===== config.mk =====
export PLATFORM = sky130hd
export DESIGN_NAME = pdp_front
export DESIGN_NICKNAME = d
export VERILOG_FILES = /design/src/rtl/core/packed_2bit_by_4bit_dot_product_defines.svh /design/src/rtl/core/pdp_pkg.sv /design/src/rtl/core/pdp_front.sv
export SDC_FILE = /design/constraint.sdc
export NUM_CORES = 1
export LEC_CHECK = 0
export BUFFER_PORTS_ARGS = -buffer_cell sky130_fd_sc_hd__buf_2
export CORE_MARGIN = 4
export CORE_UTILIZATION = 50
export CTS_CLUSTER_SIZE = 25
export DETAILED_ROUTE_END_ITERATION = 6
export PLACE_DENSITY_LB_ADDON = 0.25
export SETUP_SLACK_MARGIN = 0.5
export SLEW_MARGIN = 0
export SYNTH_ARGS = -nofsm -noshare
export SYNTH_HDL_FRONTEND = slang
export SYNTH_SLANG_ARGS = --single-unit

===== constraint.sdc =====
create_clock -name i_clk -period 1.7 [get_ports i_clk]
set_input_delay 0 -clock i_clk [delete_from_list [all_inputs] [get_ports i_clk]]
set_output_delay 0 -clock i_clk [all_outputs]
set_load 0.05 [all_outputs]

===== src/rtl/core/packed_2bit_by_4bit_dot_product_defines.svh =====
// Assertion macros shared by the dot product block.
`ifndef PACKED_2BIT_BY_4BIT_DOT_PRODUCT_DEFINES_SVH
`define PACKED_2BIT_BY_4BIT_DOT_PRODUCT_DEFINES_SVH

// Checked property that is switched off while reset is asserted.
`define PDP_ASSERT(lbl, clk, rst_n, prop) \
    lbl: assert property (@(posedge clk) disable iff (!rst_n) (prop)) \
        else $error("dot product assertion failed");

// Checked property that is also evaluated during reset.
`define PDP_ASSERT_ALWAYS(lbl, clk, prop) \
    lbl: assert property (@(posedge clk) (prop)) \
        else $error("dot product assertion failed");

`endif


===== src/rtl/core/pdp_pkg.sv =====
// Types and constants shared by the dot product block.
package pdp_pkg;

    localparam int CFG_W      = 11;
    localparam int QIDX_W     = 12;
    localparam int QVAL_W     = 4;
    localparam int BYTE_W     = 8;
    localparam int SUM_W      = 18;
    localparam int PAIR_W     = 2;
    localparam int NUM_PAIRS  = 4;
    localparam int PROD_W     = PAIR_W + QVAL_W;
    localparam int ADD_W      = PROD_W + 2;
    localparam int QUEUE_DEPTH = 2;

    localparam logic [SUM_W-1:0]  SUM_MAX   = 18'h3FFFF;
    localparam logic [PAIR_W-1:0] PAIR_MASK = 2'h3;

    localparam logic FUNC_QUERY = 1'b0;
    localparam logic FUNC_DOC   = 1'b1;

    // One classified item as it waits between the front and the back.
    typedef struct packed {
        logic                  is_doc;
        logic                  wr_en;
        logic [QIDX_W-1:0]     qidx;
        logic [QVAL_W-1:0]     qval;
        logic [BYTE_W-1:0]     doc_byte;
    } t_op;

endpackage


===== src/rtl/core/pdp_front.sv =====
// Front end: accepts items, classifies them and queues them for the back end.
module pdp_front #(
    parameter int STORE_DEPTH = 4096
) (
    input  logic                       i_clk,
    input  logic                       i_rst_n,
    input  logic                       i_valid,
    output logic                       o_ready,
    input  logic                       i_func,
    input  logic [pdp_pkg::QIDX_W-1:0] i_query_index,
    input  logic [pdp_pkg::QVAL_W-1:0] i_query_value,
    input  logic [pdp_pkg::BYTE_W-1:0] i_doc_byte,
    output logic                       o_op_valid,
    output pdp_pkg::t_op               o_op,
    input  logic                       i_op_pop
);

    localparam int D     = pdp_pkg::QUEUE_DEPTH;
    localparam int PTR_W = (D > 1) ? $clog2(D) : 1;
    localparam int CNT_W = $clog2(D + 1);

    pdp_pkg::t_op       w_op;
    pdp_pkg::t_op       r_q_op [D];
    logic [PTR_W-1:0]   r_wr_ptr, n_wr_ptr;
    logic [PTR_W-1:0]   r_rd_ptr, n_rd_ptr;
    logic [CNT_W-1:0]   r_count, n_count;
    logic               w_push;

    // Query writes outside the store are flagged here and dropped by the back end.
    always_comb begin
        w_op.is_doc   = (i_func == pdp_pkg::FUNC_DOC);
        w_op.wr_en    = (i_func == pdp_pkg::FUNC_QUERY) &&
                        (32'(i_query_index) < 32'(STORE_DEPTH));
        w_op.qidx     = i_query_index;
        w_op.qval     = i_query_value;
        w_op.doc_byte = i_doc_byte;
    end

    assign o_ready    = (r_count != CNT_W'(D));
    assign w_push     = i_valid && o_ready;
    assign o_op_valid = (r_count != '0);
    assign o_op       = r_q_op[r_rd_ptr];

    always_comb begin
        n_wr_ptr = r_wr_ptr;
        n_rd_ptr = r_rd_ptr;
        n_count  = r_count;
        if (w_push) begin
            n_wr_ptr = (r_wr_ptr == PTR_W'(D - 1)) ? '0 : r_wr_ptr + 1'b1;
        end
        if (i_op_pop) begin
            n_rd_ptr = (r_rd_ptr == PTR_W'(D - 1)) ? '0 : r_rd_ptr + 1'b1;
        end
        if (w_push && !i_op_pop) begin
            n_count = r_count + 1'b1;
        end else if (!w_push && i_op_pop) begin
            n_count = r_count - 1'b1;
        end
    end

    always_ff @(posedge i_clk) begin
        if (!i_rst_n) begin
            r_wr_ptr <= '0;
            r_rd_ptr <= '0;
            r_count  <= '0;
        end else begin
            r_wr_ptr <= n_wr_ptr;
            r_rd_ptr <= n_rd_ptr;
            r_count  <= n_count;
        end
    end

    always_ff @(posedge i_clk) begin
        if (w_push) begin
            r_q_op[r_wr_ptr] <= w_op;
        end
    end

endmodule


==> results of run 1 <==
==> power by group through the flow <==
stage                     Sequential (W)  Clock, W  Combinational [W]
after floorplan                  0.00176         0           0.000659
after global placement           0.00176         0           0.000834
after detailed placement         0.00178         0           0.000853
after CTS                        0.00175   0.00117            0.00117
after global routing             0.00177   0.00127            0.00147
final                            0.00176   0.00117            0.00141
==> final cells by class <==
| cell class | instances | area (sq um) |
|---|---|---|
| sequential | 57 | 1668 |
| multi-input combinational | 43 | 544.3 |
| clock inverter | 4 | 43.79 |
| tap | 50 | 62.56 |
| timing repair buffer | 100 | 1061 |
| fill | 173 | 520.5 |
| inverter | 3 | 15.01 |
| clock buffer | 12 | 135.1 |
| timing repair inverter | 1 | 7.507 |
==> final timing paths <==
check                               start                 endpoint  depth (start not counted)
hold / removal                   i_op_pop                 register                          3
setup / recovery                 register                  o_op[1]                          3
setup reg to reg  r_count[0]$_SDFFE_PN0P_  r_q_op[0][25]$_DFFE_PP_                          6
hold reg to reg   r_count[1]$_SDFFE_PN0P_  r_count[1]$_SDFFE_PN0P_                          2
==> metrics by stage <==
step | area, sq um | std cells | hold WS [ns] | util | total power (W)
after detailed placement | 2499 | 212 | 0.1920 | 0.6158 | 0.002629
final | 3537 | 270 | 0.03295 | 0.8717 | 0.004350
after CTS | 3233 | 266 | 0.02694 | 0.7968 | 0.004085
after global placement | 2499 | 212 | 0.1892 | 0.6158 | 0.002595
after floorplan | 2141 | 106 | 0.09887 | - | 0.002415
after global routing | 3537 | 270 | 0.02598 | 0.8717 | 0.004507
==> what timing repair did <==
| action | CTS | global route |
|---|---|---|
| setup buffers | 9 | 1 |
| pin swaps | 2 | 2 |
| cloned | 3 | 3 |
| hold buffers | 26 | 0 |
| hold endpoints to repair | 57 | 0 |
| endpoints found under the setup margin | 80 | 81 |
| resized for setup | 58 | 63 |
==> tightest hold or removal path, cell delays in order <==
cell	delay, ns
buf_2	0.10
xor2_1	0.06
and2_1	0.15
==> sequential cells by signal, summed over array words and instances (netlist names), named ones only <==
signal    flops
r_wr_ptr      1
r_q_op       52
r_rd_ptr      1
r_count       2
==> synthesized netlist by cell type, types with 2 or more instances <==
master     n  area, sq um
edfxtp_1  52         1562
mux2_2    26        292.8
dfxtp_1    5        100.1
and2_1     4        25.02
inv_1      3        11.26
buf_4      2        15.01
xor2_1     2        17.52
==> layer usage <==
layer | up-vias | GRT usage | part of all wire
met5 | - | 0 | 0
met4 | 0 | 0.06762 | 0.013
met3 | 9 | 0.06887 | 0.056
met2 | 46 | 0.3565 | 0.55
met1 | 709 | 0.2052 | 0.38
li1 | 625 | - | -
==> layout by cell type (no fill, tap or decap) <==
cell           synthesis  routed
clkinv_1               0       1
nand2b_4               1       1
ha_4                   0       1
dfxtp_1                5       2
clkinv_2               0       2
buf_6                  0       6
a21bo_2                1       1
dlygate4sd3_1          0      26
or2_2                  1       1
dfxtp_4                0       1
buf_8                  0      25
buf_2                  1      29
xnor2_1                1       1
dfxtp_2                0       2
and3_2                 0       1
xor2_2                 0       1
mux2_4                 0      24
a21boi_2               0       1
clkbuf_1               0       3
and2_1                 4       3
mux2_2                26       2
buf_4                  2       7
clkbuf_16              0       4
or3_1                  1       1
inv_1                  3       2
edfxtp_1              52      52
xor2_1                 2       1
nand3b_1               1       1
clkbuf_8               0       9
and2_4                 0       1
o21ai_1                0       1
clkinvlp_4             0       2
a21boi_0               1       1
buf_12                 0       3
bufinv_16              0       1
==> kinds of logic after synthesis <==
family	after synthesis	synth area share
XOR/XNOR	3	0.01240
adder cells (fa/ha/maj)	1	0.005902
AND/OR/NAND/NOR	9	0.03070
flip-flops	57	0.7839
AO/OA/AOI/OAI	4	0.01417
multiplexers	26	0.1381
buffers and inverters	6	0.01475
==> report_table.html, run 1 <==
<table>
<tr><th>Metric</th><th>Value</th></tr>
<tr><th colspan="2">Routing</th></tr>
<tr><td>DR WL/cell</td><td>between 20 and 25 microns</td></tr>
<tr><td>Number of search-and-repair iterations in the first detailed-routing pass</td><td>4</td></tr>
<tr><td>Count of antenna-violating nets left after detailed routing</td><td>0</td></tr>
<tr><td>Count of routing violations after the opening detailed-route iteration</td><td>73</td></tr>
<tr><td>Ratio of routed vias to standard cells</td><td>~5</td></tr>
<tr><td>DRC Markers</td><td>0</td></tr>
<tr><td>Via count</td><td>1389</td></tr>
<tr><td>Final WL</td><td>a little under 6000 microns</td></tr>
<tr><th colspan="2">Global routing</th></tr>
<tr><td>Largest net degree at the start of global routing</td><td>27</td></tr>
<tr><td>Global-route wire length before repair</td><td>roughly 7400 microns</td></tr>
<tr><td>Vias in the first global route</td><td>1509</td></tr>
<tr><td>Initial antenna violation count</td><td>0</td></tr>
<tr><td>Total routing resource utilization after global routing</td><td>0.1952</td></tr>
<tr><td>Total global routing overflow</td><td>0</td></tr>
<tr><th colspan="2">Yosys</th></tr>
<tr><td>Netlist area before placement</td><td>2120 sq um</td></tr>
<tr><td>Ys async rst share</td><td>0</td></tr>
<tr><td>Yosys warning count</td><td>0</td></tr>
<tr><td>Count of state elements after synthesis</td><td>57</td></tr>
<tr><td>Distinct cell type count of the synthesized netlist</td><td>19</td></tr>
<tr><td>Post-synth EDFFs</td><td>52</td></tr>
<tr><td>Mapped Cells</td><td>between 100 and 150</td></tr>
<tr><td>Post-Synthesis Net Count</td><td>about 140</td></tr>
<tr><td>Sequential element share of the synthesized area</td><td>0.7839</td></tr>
<tr><td>Synth Flop Type</td><td>edfxtp_1</td></tr>
<tr><td>Average size of a mapped cell</td><td>20.00 sq um</td></tr>
<tr><th colspan="2">Timing</th></tr>
<tr><td>Maximum frequency from static timing analysis</td><td>approximately 680 MHz</td></tr>
<tr><td>Worst-case headroom to the max-slew limit</td><td>0.8362</td></tr>
<tr><td>Total negative setup slack</td><td>0 ns</td></tr>
<tr><td>Final worst clock skew</td><td>between 0.006 and 0.007 ns</td></tr>
<tr><td>Hold Fails Final Rpt</td><td>0</td></tr>
<tr><td>Worst-case setup margin in the final layout</td><td>0.2390 ns</td></tr>
<tr><td>Setup repair after global routing missed its margin</td><td>yes</td></tr>
<tr><td>Final setup violation count</td><td>0</td></tr>
<tr><td>Min cycle time layout</td><td>around 1.5 ns</td></tr>
<tr><td>Portion of the clock cycle consumed by the worst path in the final layout</td><td>0.8594</td></tr>
<tr><td>Pins Over Slew Limit</td><td>0</td></tr>
<tr><td>Worst slew pin tran</td><td>0.2474 ns</td></tr>
<tr><th colspan="2">Setup path</th></tr>
<tr><td>Critical Path, Cell by Cell</td><td>clkbuf_16 -&gt; mux2_2 -&gt; buf_6</td></tr>
<tr><td>Worst setup EP type</td><td>output pin</td></tr>
<tr><td>Reg-to-reg setup timing slack</td><td>around 0.25 ns</td></tr>
<tr><td>Critical-path top delay cell</td><td>dfxtp_4</td></tr>
<tr><td>CP bufs+invs</td><td>2</td></tr>
<tr><td>Critical path start-end classification</td><td>reg -&gt; out</td></tr>
<tr><td>Worst setup SP type</td><td>register</td></tr>
<tr><td>Kind of cell adding the most delay to the critical path</td><td>flip-flops</td></tr>
<tr><td>Required @ worst endpoint</td><td>1.70 ns</td></tr>
<tr><td>Arrival time worst endpoint</td><td>between 1 and 1.5 ns</td></tr>
<tr><td>Stage delay of the slowest cell on the critical path</td><td>around 0.43 ns</td></tr>
<tr><td>Worst-path fanout max</td><td>8</td></tr>
<tr><th colspan="2">Place</th></tr>
<tr><td>HPWL after detailed placement</td><td>about 2500 microns</td></tr>
<tr><td>Post-placement worst setup slack</td><td>0.1075 ns</td></tr>
<tr><td>Buffers on Ports</td><td>56</td></tr>
<tr><td>Last weighted congestion value of the routability-driven placer</td><td>about 0.7</td></tr>
<tr><th colspan="2">CTS</th></tr>
<tr><td>Clk_lat worst skew</td><td>approximately 0.33 ns</td></tr>
<tr><td>CTS buffer count</td><td>9</td></tr>
<tr><td>CTS tree</td><td>built</td></tr>
<tr><td>Depth of the CTS H-tree</td><td>3</td></tr>
<tr><td>Total number of clock tree sinks</td><td>between 50 and 60</td></tr>
<tr><td>Clock-pin slew reported for the worst setup and hold paths after clock tree synthesis</td><td>about 0.06 ns</td></tr>
<tr><td>CTS max path bufs</td><td>2</td></tr>
<tr><td>Clock tree root buffer cell</td><td>clkbuf_8</td></tr>
<tr><th colspan="2">Power</th></tr>
<tr><td>Lkg Pwr</td><td>1.429 nW</td></tr>
<tr><td>Switching component of the power</td><td>between 0.001 and 0.0015 W</td></tr>
<tr><td>Internal Pwr Total</td><td>a little over 0.003 W</td></tr>
<tr><td>Power density over cell area</td><td>approximately 1200 nW/um^2</td></tr>
<tr><td>Maximum resistive drop on vdd</td><td>slightly below 900 uV</td></tr>
<tr><td>Sw frac</td><td>0.2998</td></tr>
<tr><td>Portion of total power attributed to sequential cells</td><td>0.405</td></tr>
<tr><td>Comb pwr share</td><td>0.325</td></tr>
<tr><td>Clock network power share</td><td>0.270</td></tr>
<tr><th colspan="2">Cells and area</th></tr>
<tr><td>Fraction of final layout cells with drive strength greater than 1</td><td>0.5682</td></tr>
<tr><td>Number of diodes added for antenna fixing</td><td>0</td></tr>
<tr><td>Number of nets in the final layout</td><td>245</td></tr>
<tr><td>Area added between synthesis and finish</td><td>66.88%</td></tr>
<tr><th colspan="2">Die</th></tr>
<tr><td>Die footprint</td><td>5345 sq um</td></tr>
<tr><td>Total core area</td><td>a little over 4000 sq um</td></tr>
<tr><td>Die X</td><td>roughly 73 microns</td></tr>
<tr><td>Starting utilization of the core area</td><td>0.5224</td></tr>
<tr><td># rows</td><td>23</td></tr>
<tr><td>Number of top-level pins</td><td>57</td></tr>
<tr><td>Height of the die</td><td>73.11 microns</td></tr>
<tr><th colspan="2">Run status</th></tr>
<tr><td>Run status</td><td>complete, no violations</td></tr>
<tr><th colspan="2">Min path</th></tr>
<tr><td>Worst hold-check path type</td><td>in -&gt; reg</td></tr>
<tr><th colspan="2">Job</th></tr>
<tr><td>Max-cap violations</td><td>0</td></tr>
</table>
(Power assumes the default switching activity.)
==> inputs of run 2 (changes only) <==
Settings changed: CELL_PAD_IN_SITES_DETAIL_PLACEMENT set to 1, CELL_PAD_IN_SITES_GLOBAL_PLACEMENT set to 2, CORE_UTILIZATION 50 to 33, SETUP_SLACK_MARGIN 0.5 to 0.4.
Clock period 1.7 ns to 1.28 ns, I/O delays scaled along.
==> report_table.html, run 2 (synthesis results as in run 1) <==
<table>
<tr><th>Metric</th><th>Value</th></tr>
<tr><th colspan="2">Setup path</th></tr>
<tr><td>Reg-to-reg setup timing slack</td><td>-0.13 ns (-0.38 ns)</td></tr>
<tr><td>Worst setup EP type</td><td>register</td></tr>
<tr><td>Worst-path fanout max</td><td>2 (-6)</td></tr>
<tr><td>Worst setup SP type</td><td>register</td></tr>
<tr><td>Arrival time worst endpoint</td><td>1.66 ns (+0.20 ns)</td></tr>
<tr><td>Required @ worst endpoint</td><td>1.53 ns (-0.17 ns)</td></tr>
<tr><td>Critical path start-end classification</td><td>reg -&gt; reg</td></tr>
<tr><th colspan="2">Cells and area</th></tr>
<tr><td>Most frequent cells in the layout</td><td>52 x edfxtp_1, 32 x buf_6, 28 x buf_2</td></tr>
<tr><td>Number of diodes added for antenna fixing</td><td>0 (unchanged)</td></tr>
<tr><td>Most common library cell in the layout ignoring fill and taps</td><td>edfxtp_1</td></tr>
<tr><td>Largest register by flop count</td><td>r_q_op</td></tr>
<tr><td>Total area of multi-input combinational cells</td><td>554.3 sq um (+1.8%)</td></tr>
<tr><td>Sequential cell area</td><td>1668 sq um (unchanged)</td></tr>
<tr><td>Area added between synthesis and finish</td><td>71.31%</td></tr>
<tr><td>Fraction of final layout cells with drive strength greater than 1</td><td>0.5676 (-0.0006143)</td></tr>
<tr><td>Number of nets in the final layout</td><td>248 (+1.2%)</td></tr>
<tr><td>Biggest regs</td><td>r_q_op (52), r_count (2)</td></tr>
<tr><td>Layout fillers</td><td>558 (+220%)</td></tr>
<tr><td>Flip-flop count of the largest register, all copies and words added</td><td>52 (unchanged)</td></tr>
<tr><td>Utilization of the core after routing</td><td>0.5991 (-0.2726)</td></tr>
<tr><th colspan="2">Timing</th></tr>
<tr><td>Worst-case setup margin in the final layout</td><td>-0.1285 ns (-0.3675 ns)</td></tr>
<tr><td>Maximum frequency from static timing analysis</td><td>~710 MHz</td></tr>
<tr><td>Setup repair after global routing missed its margin</td><td>yes</td></tr>
<tr><td>Final setup violation count</td><td>79 (+79)</td></tr>
<tr><td>Final worst clock skew</td><td>0.007873 ns (+0.001656 ns)</td></tr>
<tr><td>Portion of the clock cycle consumed by the worst path in the final layout</td><td>1.100</td></tr>
<tr><td>Hold Fails Final Rpt</td><td>0 (unchanged)</td></tr>
<tr><td>Min cycle time layout</td><td>1.408 ns</td></tr>
<tr><td>Worst slew pin tran</td><td>0.2203 ns (-0.02708 ns)</td></tr>
<tr><td>Worst-case headroom to the max-slew limit</td><td>0.8526 (+0.01642)</td></tr>
<tr><td>Pins Over Slew Limit</td><td>0 (unchanged)</td></tr>
<tr><td>Total negative setup slack</td><td>-7.693 ns (-7.693 ns)</td></tr>
<tr><th colspan="2">Power</th></tr>
<tr><td>Maximum resistive drop on vdd</td><td>837.4 uV (-6.2%)</td></tr>
<tr><td>Comb pwr share</td><td>0.314 (-0.011)</td></tr>
<tr><td>Power density over cell area</td><td>1627 nW/um^2 (+32%)</td></tr>
<tr><td>Lkg Pwr</td><td>1.463 nW (+2.4%)</td></tr>
<tr><td>Clock network power share</td><td>0.292 (+0.022)</td></tr>
<tr><td>Switching component of the power</td><td>0.001672 W (+28%)</td></tr>
<tr><td>Portion of total power attributed to sequential cells</td><td>0.394 (-0.011)</td></tr>
<tr><td>Internal Pwr Total</td><td>0.004236 W (+39%)</td></tr>
<tr><td>Sw frac</td><td>0.2831 (-0.01678)</td></tr>
<tr><th colspan="2">CTS</th></tr>
<tr><td>Depth of the CTS H-tree</td><td>3 (unchanged)</td></tr>
<tr><td>Clk_lat worst skew</td><td>0.33 ns (about the same)</td></tr>
<tr><td>Total number of clock tree sinks</td><td>57 (unchanged)</td></tr>
<tr><td>Clock tree root buffer cell</td><td>clkbuf_8</td></tr>
<tr><td>CTS buffer count</td><td>9 (unchanged)</td></tr>
<tr><td>Clock-pin slew reported for the worst setup and hold paths after clock tree synthesis</td><td>0.06 ns (about the same)</td></tr>
<tr><td>CTS tree</td><td>built</td></tr>
<tr><td>CTS max path bufs</td><td>2 (unchanged)</td></tr>
<tr><th colspan="2">Die</th></tr>
<tr><td>Height of the die</td><td>88.14 microns (+21%)</td></tr>
<tr><td>Die X</td><td>88.14 microns (+21%)</td></tr>
<tr><td>Number of top-level pins</td><td>57 (unchanged)</td></tr>
<tr><td>Total core area</td><td>6061 sq um (+49%)</td></tr>
<tr><td>Die footprint</td><td>7769 sq um (+45%)</td></tr>
<tr><td>Starting utilization of the core area</td><td>0.3497 (-0.1726)</td></tr>
<tr><td># rows</td><td>28 (+22%)</td></tr>
<tr><th colspan="2">Run status</th></tr>
<tr><td>Violated checks</td><td>negative setup slack</td></tr>
<tr><td>Run status</td><td>complete, but fails checks</td></tr>
<tr><th colspan="2">Routing</th></tr>
<tr><td>Count of routing violations after the opening detailed-route iteration</td><td>48 (-34%)</td></tr>
<tr><td>DRC Markers</td><td>0 (unchanged)</td></tr>
<tr><td>Count of antenna-violating nets left after detailed routing</td><td>0 (unchanged)</td></tr>
<tr><td>DR WL/cell</td><td>17.29 microns (-19%)</td></tr>
<tr><td>Ratio of routed vias to standard cells</td><td>4.461 (-13%)</td></tr>
<tr><td>Number of search-and-repair iterations in the first detailed-routing pass</td><td>4 (unchanged)</td></tr>
<tr><td>Via count</td><td>1325 (-4.6%)</td></tr>
<tr><td>Final WL</td><td>5135 microns (-11%)</td></tr>
<tr><th colspan="2">Global routing</th></tr>
<tr><td>Largest net degree at the start of global routing</td><td>19 (-30%)</td></tr>
<tr><td>Global-route wire length before repair</td><td>7866 microns (+6.3%)</td></tr>
<tr><td>Initial antenna violation count</td><td>0 (unchanged)</td></tr>
<tr><td>Total global routing overflow</td><td>0 (unchanged)</td></tr>
<tr><td>Total routing resource utilization after global routing</td><td>0.1426 (-0.05258)</td></tr>
<tr><td>Vias in the first global route</td><td>1545 (+2.4%)</td></tr>
<tr><th colspan="2">Place</th></tr>
<tr><td>Buffers on Ports</td><td>56 (unchanged)</td></tr>
<tr><td>HPWL after detailed placement</td><td>3005 microns (+18%)</td></tr>
<tr><td>Last weighted congestion value of the routability-driven placer</td><td>0.7045 (+0.50%)</td></tr>
<tr><th colspan="2">Job</th></tr>
<tr><td>Max-cap violations</td><td>0 (unchanged)</td></tr>
<tr><th colspan="2">Min path</th></tr>
<tr><td>Worst hold-check path type</td><td>in -&gt; reg</td></tr>
</table>
==> run 2: cell count changes in the layout (fill, tap and decap cells not counted), sizes merged <==
cell / before / now
buf: 70 / 76
clkbuf: 16 / 12
bufinv: 1 / 2
clkinvlp: 2 / 1
==> run 2: cell type report <==
class                   count  area share
flip-flops and latches     57      0.4593
repair buffers            104      0.3032
multi-input cells          43      0.1527
clock buffers              10     0.03515
well taps                  75     0.02584
clock inverters             5     0.01964
inverters                   3    0.004135
==> run 2: worst max-delay path: stages (launching register included) <==
cell	delay [ns]
dfxtp_2	0.32
nand2b_4	0.13
and2_4	0.14
ha_4	0.15
xor2_2	0.14
or3_1	0.32
a21boi_1	0.13
==> run 2: metrics by stage <==
step	setup slack (ns)	instance area [sq um]	hold slack, ns	power, W	std cells
CTS	-0.1363	3523	0.01213	0.005863	291
floorplan	-0.1848	2261	0.09887	0.003325	106
global route	-0.2020	3631	0.04613	0.006161	297
detailed placement	-0.1198	2699	0.1925	0.003683	243
finish	-0.1285	3631	0.02612	0.005908	297
global placement	-0.04116	2699	0.1889	0.003633	243
==> run 2: timing repair <==
action	in CTS	in global routing
setup endpoints to repair	83	83
hold buffers	26	0
gates cloned	4	2
setup buffers	3	4
resized for setup	73	4
pin swaps	3	3
endpoints found under the hold margin	57	0
==> run 2: metal layers <==
layer  routed length, microns  up-vias  GRT usage  part of all wire
met5                        0        -          0                 0
met4                       79        0    0.06593             0.015
met3                      201        8    0.03481             0.039
met2                     2809       33     0.2479              0.55
met1                     2045      651     0.1660              0.40
li1                         -      633          -                 -
==> run 2: final timing paths <==
path | startpoint | end | cells after the start
max | r_count[0]$_SDFFE_PN0P_ | r_count[1]$_SDFFE_PN0P_ | 6
min | i_valid | r_wr_ptr$_SDFFE_PN0N_ | 3
max reg2reg | r_count[0]$_SDFFE_PN0P_ | r_count[1]$_SDFFE_PN0P_ | 6
min reg2reg | r_wr_ptr$_SDFFE_PN0N_ | r_wr_ptr$_SDFFE_PN0N_ | 2
==> run 2: power groups by stage <==
stage               clock (W)  sequential (W)  combinational [W]
global route          0.00187         0.00235            0.00194
finish                0.00172         0.00233            0.00185
floorplan                   0         0.00234           0.000985
detailed placement          0         0.00236            0.00133
CTS                   0.00177         0.00232            0.00177
global placement            0         0.00234            0.00130
==> inputs of run 3 (changes only) <==
Settings changed: CORE_UTILIZATION 33 to 37.
Clock period 1.28 ns to 1.5 ns, I/O delays scaled along.
==> report_table.html, run 3 (synthesis results as in run 1) <==
<table>
<tr><th>Metric</th><th>Value</th></tr>
<tr><th colspan="2">Cells and area</th></tr>
<tr><td>Fraction of final layout cells with drive strength greater than 1</td><td>0.5796 (+0.01208)</td></tr>
<tr><td>Sequential cell area</td><td>1670 sq um (+0.15%)</td></tr>
<tr><td>Number of diodes added for antenna fixing</td><td>0 (unchanged)</td></tr>
<tr><td>Number of nets in the final layout</td><td>251 (+1.2%)</td></tr>
<tr><td>Largest register by flop count</td><td>r_q_op</td></tr>
<tr><td>Total area of multi-input combinational cells</td><td>546.8 sq um (-1.4%)</td></tr>
<tr><td>Layout fillers</td><td>486 (-13%)</td></tr>
<tr><td>Area added between synthesis and finish</td><td>76.33%</td></tr>
<tr><td>Number of non-filler instances in the completed layout</td><td>298 (+0.34%)</td></tr>
<tr><td>Most frequent cells in the layout</td><td>52 x edfxtp_1, 28 x buf_2, 26 x dlygate4sd3_1, 26 x buf_8, 24 x mux2_4</td></tr>
<tr><td>Biggest regs</td><td>r_q_op (52), r_count (2)</td></tr>
<tr><td>Flip-flop count of the largest register, all copies and words added</td><td>52 (unchanged)</td></tr>
<tr><td>Most common library cell in the layout ignoring fill and taps</td><td>edfxtp_1</td></tr>
<tr><th colspan="2">Global routing</th></tr>
<tr><td>Total routing resource utilization after global routing</td><td>0.1509 (+0.008277)</td></tr>
<tr><td>Total global routing overflow</td><td>0 (unchanged)</td></tr>
<tr><td>Global-route wire length before repair</td><td>7879 microns (+0.17%)</td></tr>
<tr><td>Vias in the first global route</td><td>1527 (-1.2%)</td></tr>
<tr><td>Largest net degree at the start of global routing</td><td>17 (-2)</td></tr>
<tr><td>Initial antenna violation count</td><td>0 (unchanged)</td></tr>
<tr><th colspan="2">Routing</th></tr>
<tr><td>Number of search-and-repair iterations in the first detailed-routing pass</td><td>4 (unchanged)</td></tr>
<tr><td>DR WL/cell</td><td>20.31 microns (+17%)</td></tr>
<tr><td>Ratio of routed vias to standard cells</td><td>4.651 (+4.3%)</td></tr>
<tr><td>Count of antenna-violating nets left after detailed routing</td><td>0 (unchanged)</td></tr>
<tr><td>DRC Markers</td><td>0 (unchanged)</td></tr>
<tr><td>Count of routing violations after the opening detailed-route iteration</td><td>58 (+21%)</td></tr>
<tr><td>Final WL</td><td>6051 microns (+18%)</td></tr>
<tr><td>Via count</td><td>1386 (+4.6%)</td></tr>
<tr><th colspan="2">CTS</th></tr>
<tr><td>Clock tree root buffer cell</td><td>clkbuf_8</td></tr>
<tr><td>Clock-pin slew reported for the worst setup and hold paths after clock tree synthesis</td><td>0.06 ns (about the same)</td></tr>
<tr><td>CTS max path bufs</td><td>2 (unchanged)</td></tr>
<tr><td>CTS buffer count</td><td>9 (unchanged)</td></tr>
<tr><td>Clk_lat worst skew</td><td>0.34 ns (about the same)</td></tr>
<tr><td>Depth of the CTS H-tree</td><td>3 (unchanged)</td></tr>
<tr><td>CTS tree</td><td>built</td></tr>
<tr><td>Total number of clock tree sinks</td><td>57 (unchanged)</td></tr>
<tr><th colspan="2">Setup path</th></tr>
<tr><td>Startpoint of the worst register-to-register path</td><td>r_count[0]$_SDFFE_PN0P_</td></tr>
<tr><td>Worst setup EP type</td><td>output pin</td></tr>
<tr><td>Worst setup SP type</td><td>register</td></tr>
<tr><td>Worst-path fanout max</td><td>5 (+3)</td></tr>
<tr><td>Required @ worst endpoint</td><td>1.50 ns (-0.03 ns)</td></tr>
<tr><td>Arrival time worst endpoint</td><td>1.44 ns (-0.22 ns)</td></tr>
<tr><td>Critical path start-end classification</td><td>reg -&gt; out</td></tr>
<tr><th colspan="2">Min path</th></tr>
<tr><td>Worst hold-check path type</td><td>in -&gt; reg</td></tr>
<tr><td>HP Start</td><td>i_op_pop</td></tr>
<tr><th colspan="2">Die</th></tr>
<tr><td>Height of the die</td><td>83.69 microns (-5.1%)</td></tr>
<tr><td>Total core area</td><td>5540 sq um (-8.6%)</td></tr>
<tr><td>Die X</td><td>83.69 microns (-5.1%)</td></tr>
<tr><td># rows</td><td>27 (-3.6%)</td></tr>
<tr><td>Starting utilization of the core area</td><td>0.3826 (+0.03285)</td></tr>
<tr><td>Number of top-level pins</td><td>57 (unchanged)</td></tr>
<tr><td>Die footprint</td><td>7003 sq um (-9.9%)</td></tr>
<tr><th colspan="2">Timing</th></tr>
<tr><td>Worst slew pin tran</td><td>0.2091 ns (-0.01114 ns)</td></tr>
<tr><td>Final setup violation count</td><td>0 (-100%)</td></tr>
<tr><td>Worst-case setup margin in the final layout</td><td>0.05542 ns (+0.1839 ns)</td></tr>
<tr><td>Hold Fails Final Rpt</td><td>0 (unchanged)</td></tr>
<tr><td>Maximum frequency from static timing analysis</td><td>692.2 MHz</td></tr>
<tr><td>Pins Over Slew Limit</td><td>0 (unchanged)</td></tr>
<tr><td>Setup repair after global routing missed its margin</td><td>yes</td></tr>
<tr><td>Final worst clock skew</td><td>0.01038 ns (+0.002512 ns)</td></tr>
<tr><td>Min cycle time layout</td><td>1.445 ns</td></tr>
<tr><td>Worst-case headroom to the max-slew limit</td><td>0.8591 (+0.006455)</td></tr>
<tr><td>Portion of the clock cycle consumed by the worst path in the final layout</td><td>0.9631</td></tr>
<tr><th colspan="2">Place</th></tr>
<tr><td>Buffers on Ports</td><td>56 (unchanged)</td></tr>
<tr><td>Cell Count Post-Placement</td><td>235 (-3.3%)</td></tr>
<tr><td>Last weighted congestion value of the routability-driven placer</td><td>0.6405 (-9.1%)</td></tr>
<tr><td>HPWL after detailed placement</td><td>2717 microns (-9.6%)</td></tr>
<tr><td>Post-placement worst setup slack</td><td>0.05424 ns (+0.1741 ns)</td></tr>
<tr><th colspan="2">Job</th></tr>
<tr><td>Max-cap violations</td><td>0 (unchanged)</td></tr>
<tr><th colspan="2">Run status</th></tr>
<tr><td>Run status</td><td>complete, no violations</td></tr>
<tr><th colspan="2">Power</th></tr>
<tr><td>Maximum resistive drop on vdd</td><td>803.3 uV (-4.1%)</td></tr>
<tr><td>Power density over cell area</td><td>1380 nW/um^2 (-15%)</td></tr>
<tr><td>Lkg Pwr</td><td>1.515 nW (+3.5%)</td></tr>
</table>
## run 3: worst max-delay path, stage by stage, from the launching register on
cell and delay, ns:
dfxtp_4 0.43, buf_8 0.15, mux2_2 0.34, buf_4 0.19
## run 3: worst paths after layout
kind         slack (ns)                       to  cells after the start
max                0.06                 o_op[18]                      3
min reg2reg        0.59  r_count[1]$_SDFFE_PN0P_                      2
min                0.02                 register                      3
max reg2reg        0.07  r_count[1]$_SDFFE_PN0P_                      6
## run 3: timing repair
action	4_1_cts	5_1_grt
hold buffers	26	0
setup endpoints to repair	82	82
gates cloned	4	4
pin swaps	1	3
setup buffers	7	6
resized for setup	49	82
hold endpoints to repair	57	0
## run 3: final cells by class
cell class / count / share of cell area
Clock inverter: 4 / 0.01172
Sequential cell: 57 / 0.4469
Inverter: 3 / 0.004017
Clock buffer: 12 / 0.03883
Tap cell: 72 / 0.02410
Multi-Input combinational cell: 43 / 0.1463
Timing Repair Buffer: 107 / 0.3281
## run 3: per-layer routing
| layer | part of all wire | GRT usage | routed length, microns |
|---|---|---|---|
| met5 | 0 | 0 | 0 |
| met4 | 0.014 | 0.05263 | 87 |
| met3 | 0.046 | 0.06417 | 278 |
| met2 | 0.55 | 0.2610 | 3324 |
| met1 | 0.39 | 0.1654 | 2361 |
## run 3: stage by stage
step	instance area, sq um	hold slack, ns	setup TNS (ns)	power [W]	utilization
after detailed placement	2546	0.1957	0	0.003010	0.4596
after global placement	2546	0.1897	0	0.002971	0.4596
after floorplan	2141	0.09887	0	0.002737	-
after CTS	3288	0.01342	0	0.004728	0.5935
after global routing	3737	0.01682	-0.02168	0.005375	0.6746
final	3737	0.01809	0	0.005156	0.6746
## run 3: power breakdown
part	switching, W	internal [W]	leakage (nW)	total (W)
Clock	0.000589	0.000802	0.0978	0.00139
Sequential	0.0000709	0.00193	0.528	0.00200
Combinational	0.000865	0.000901	0.889	0.00177
Total	0.00153	0.00363	1.52	0.00516
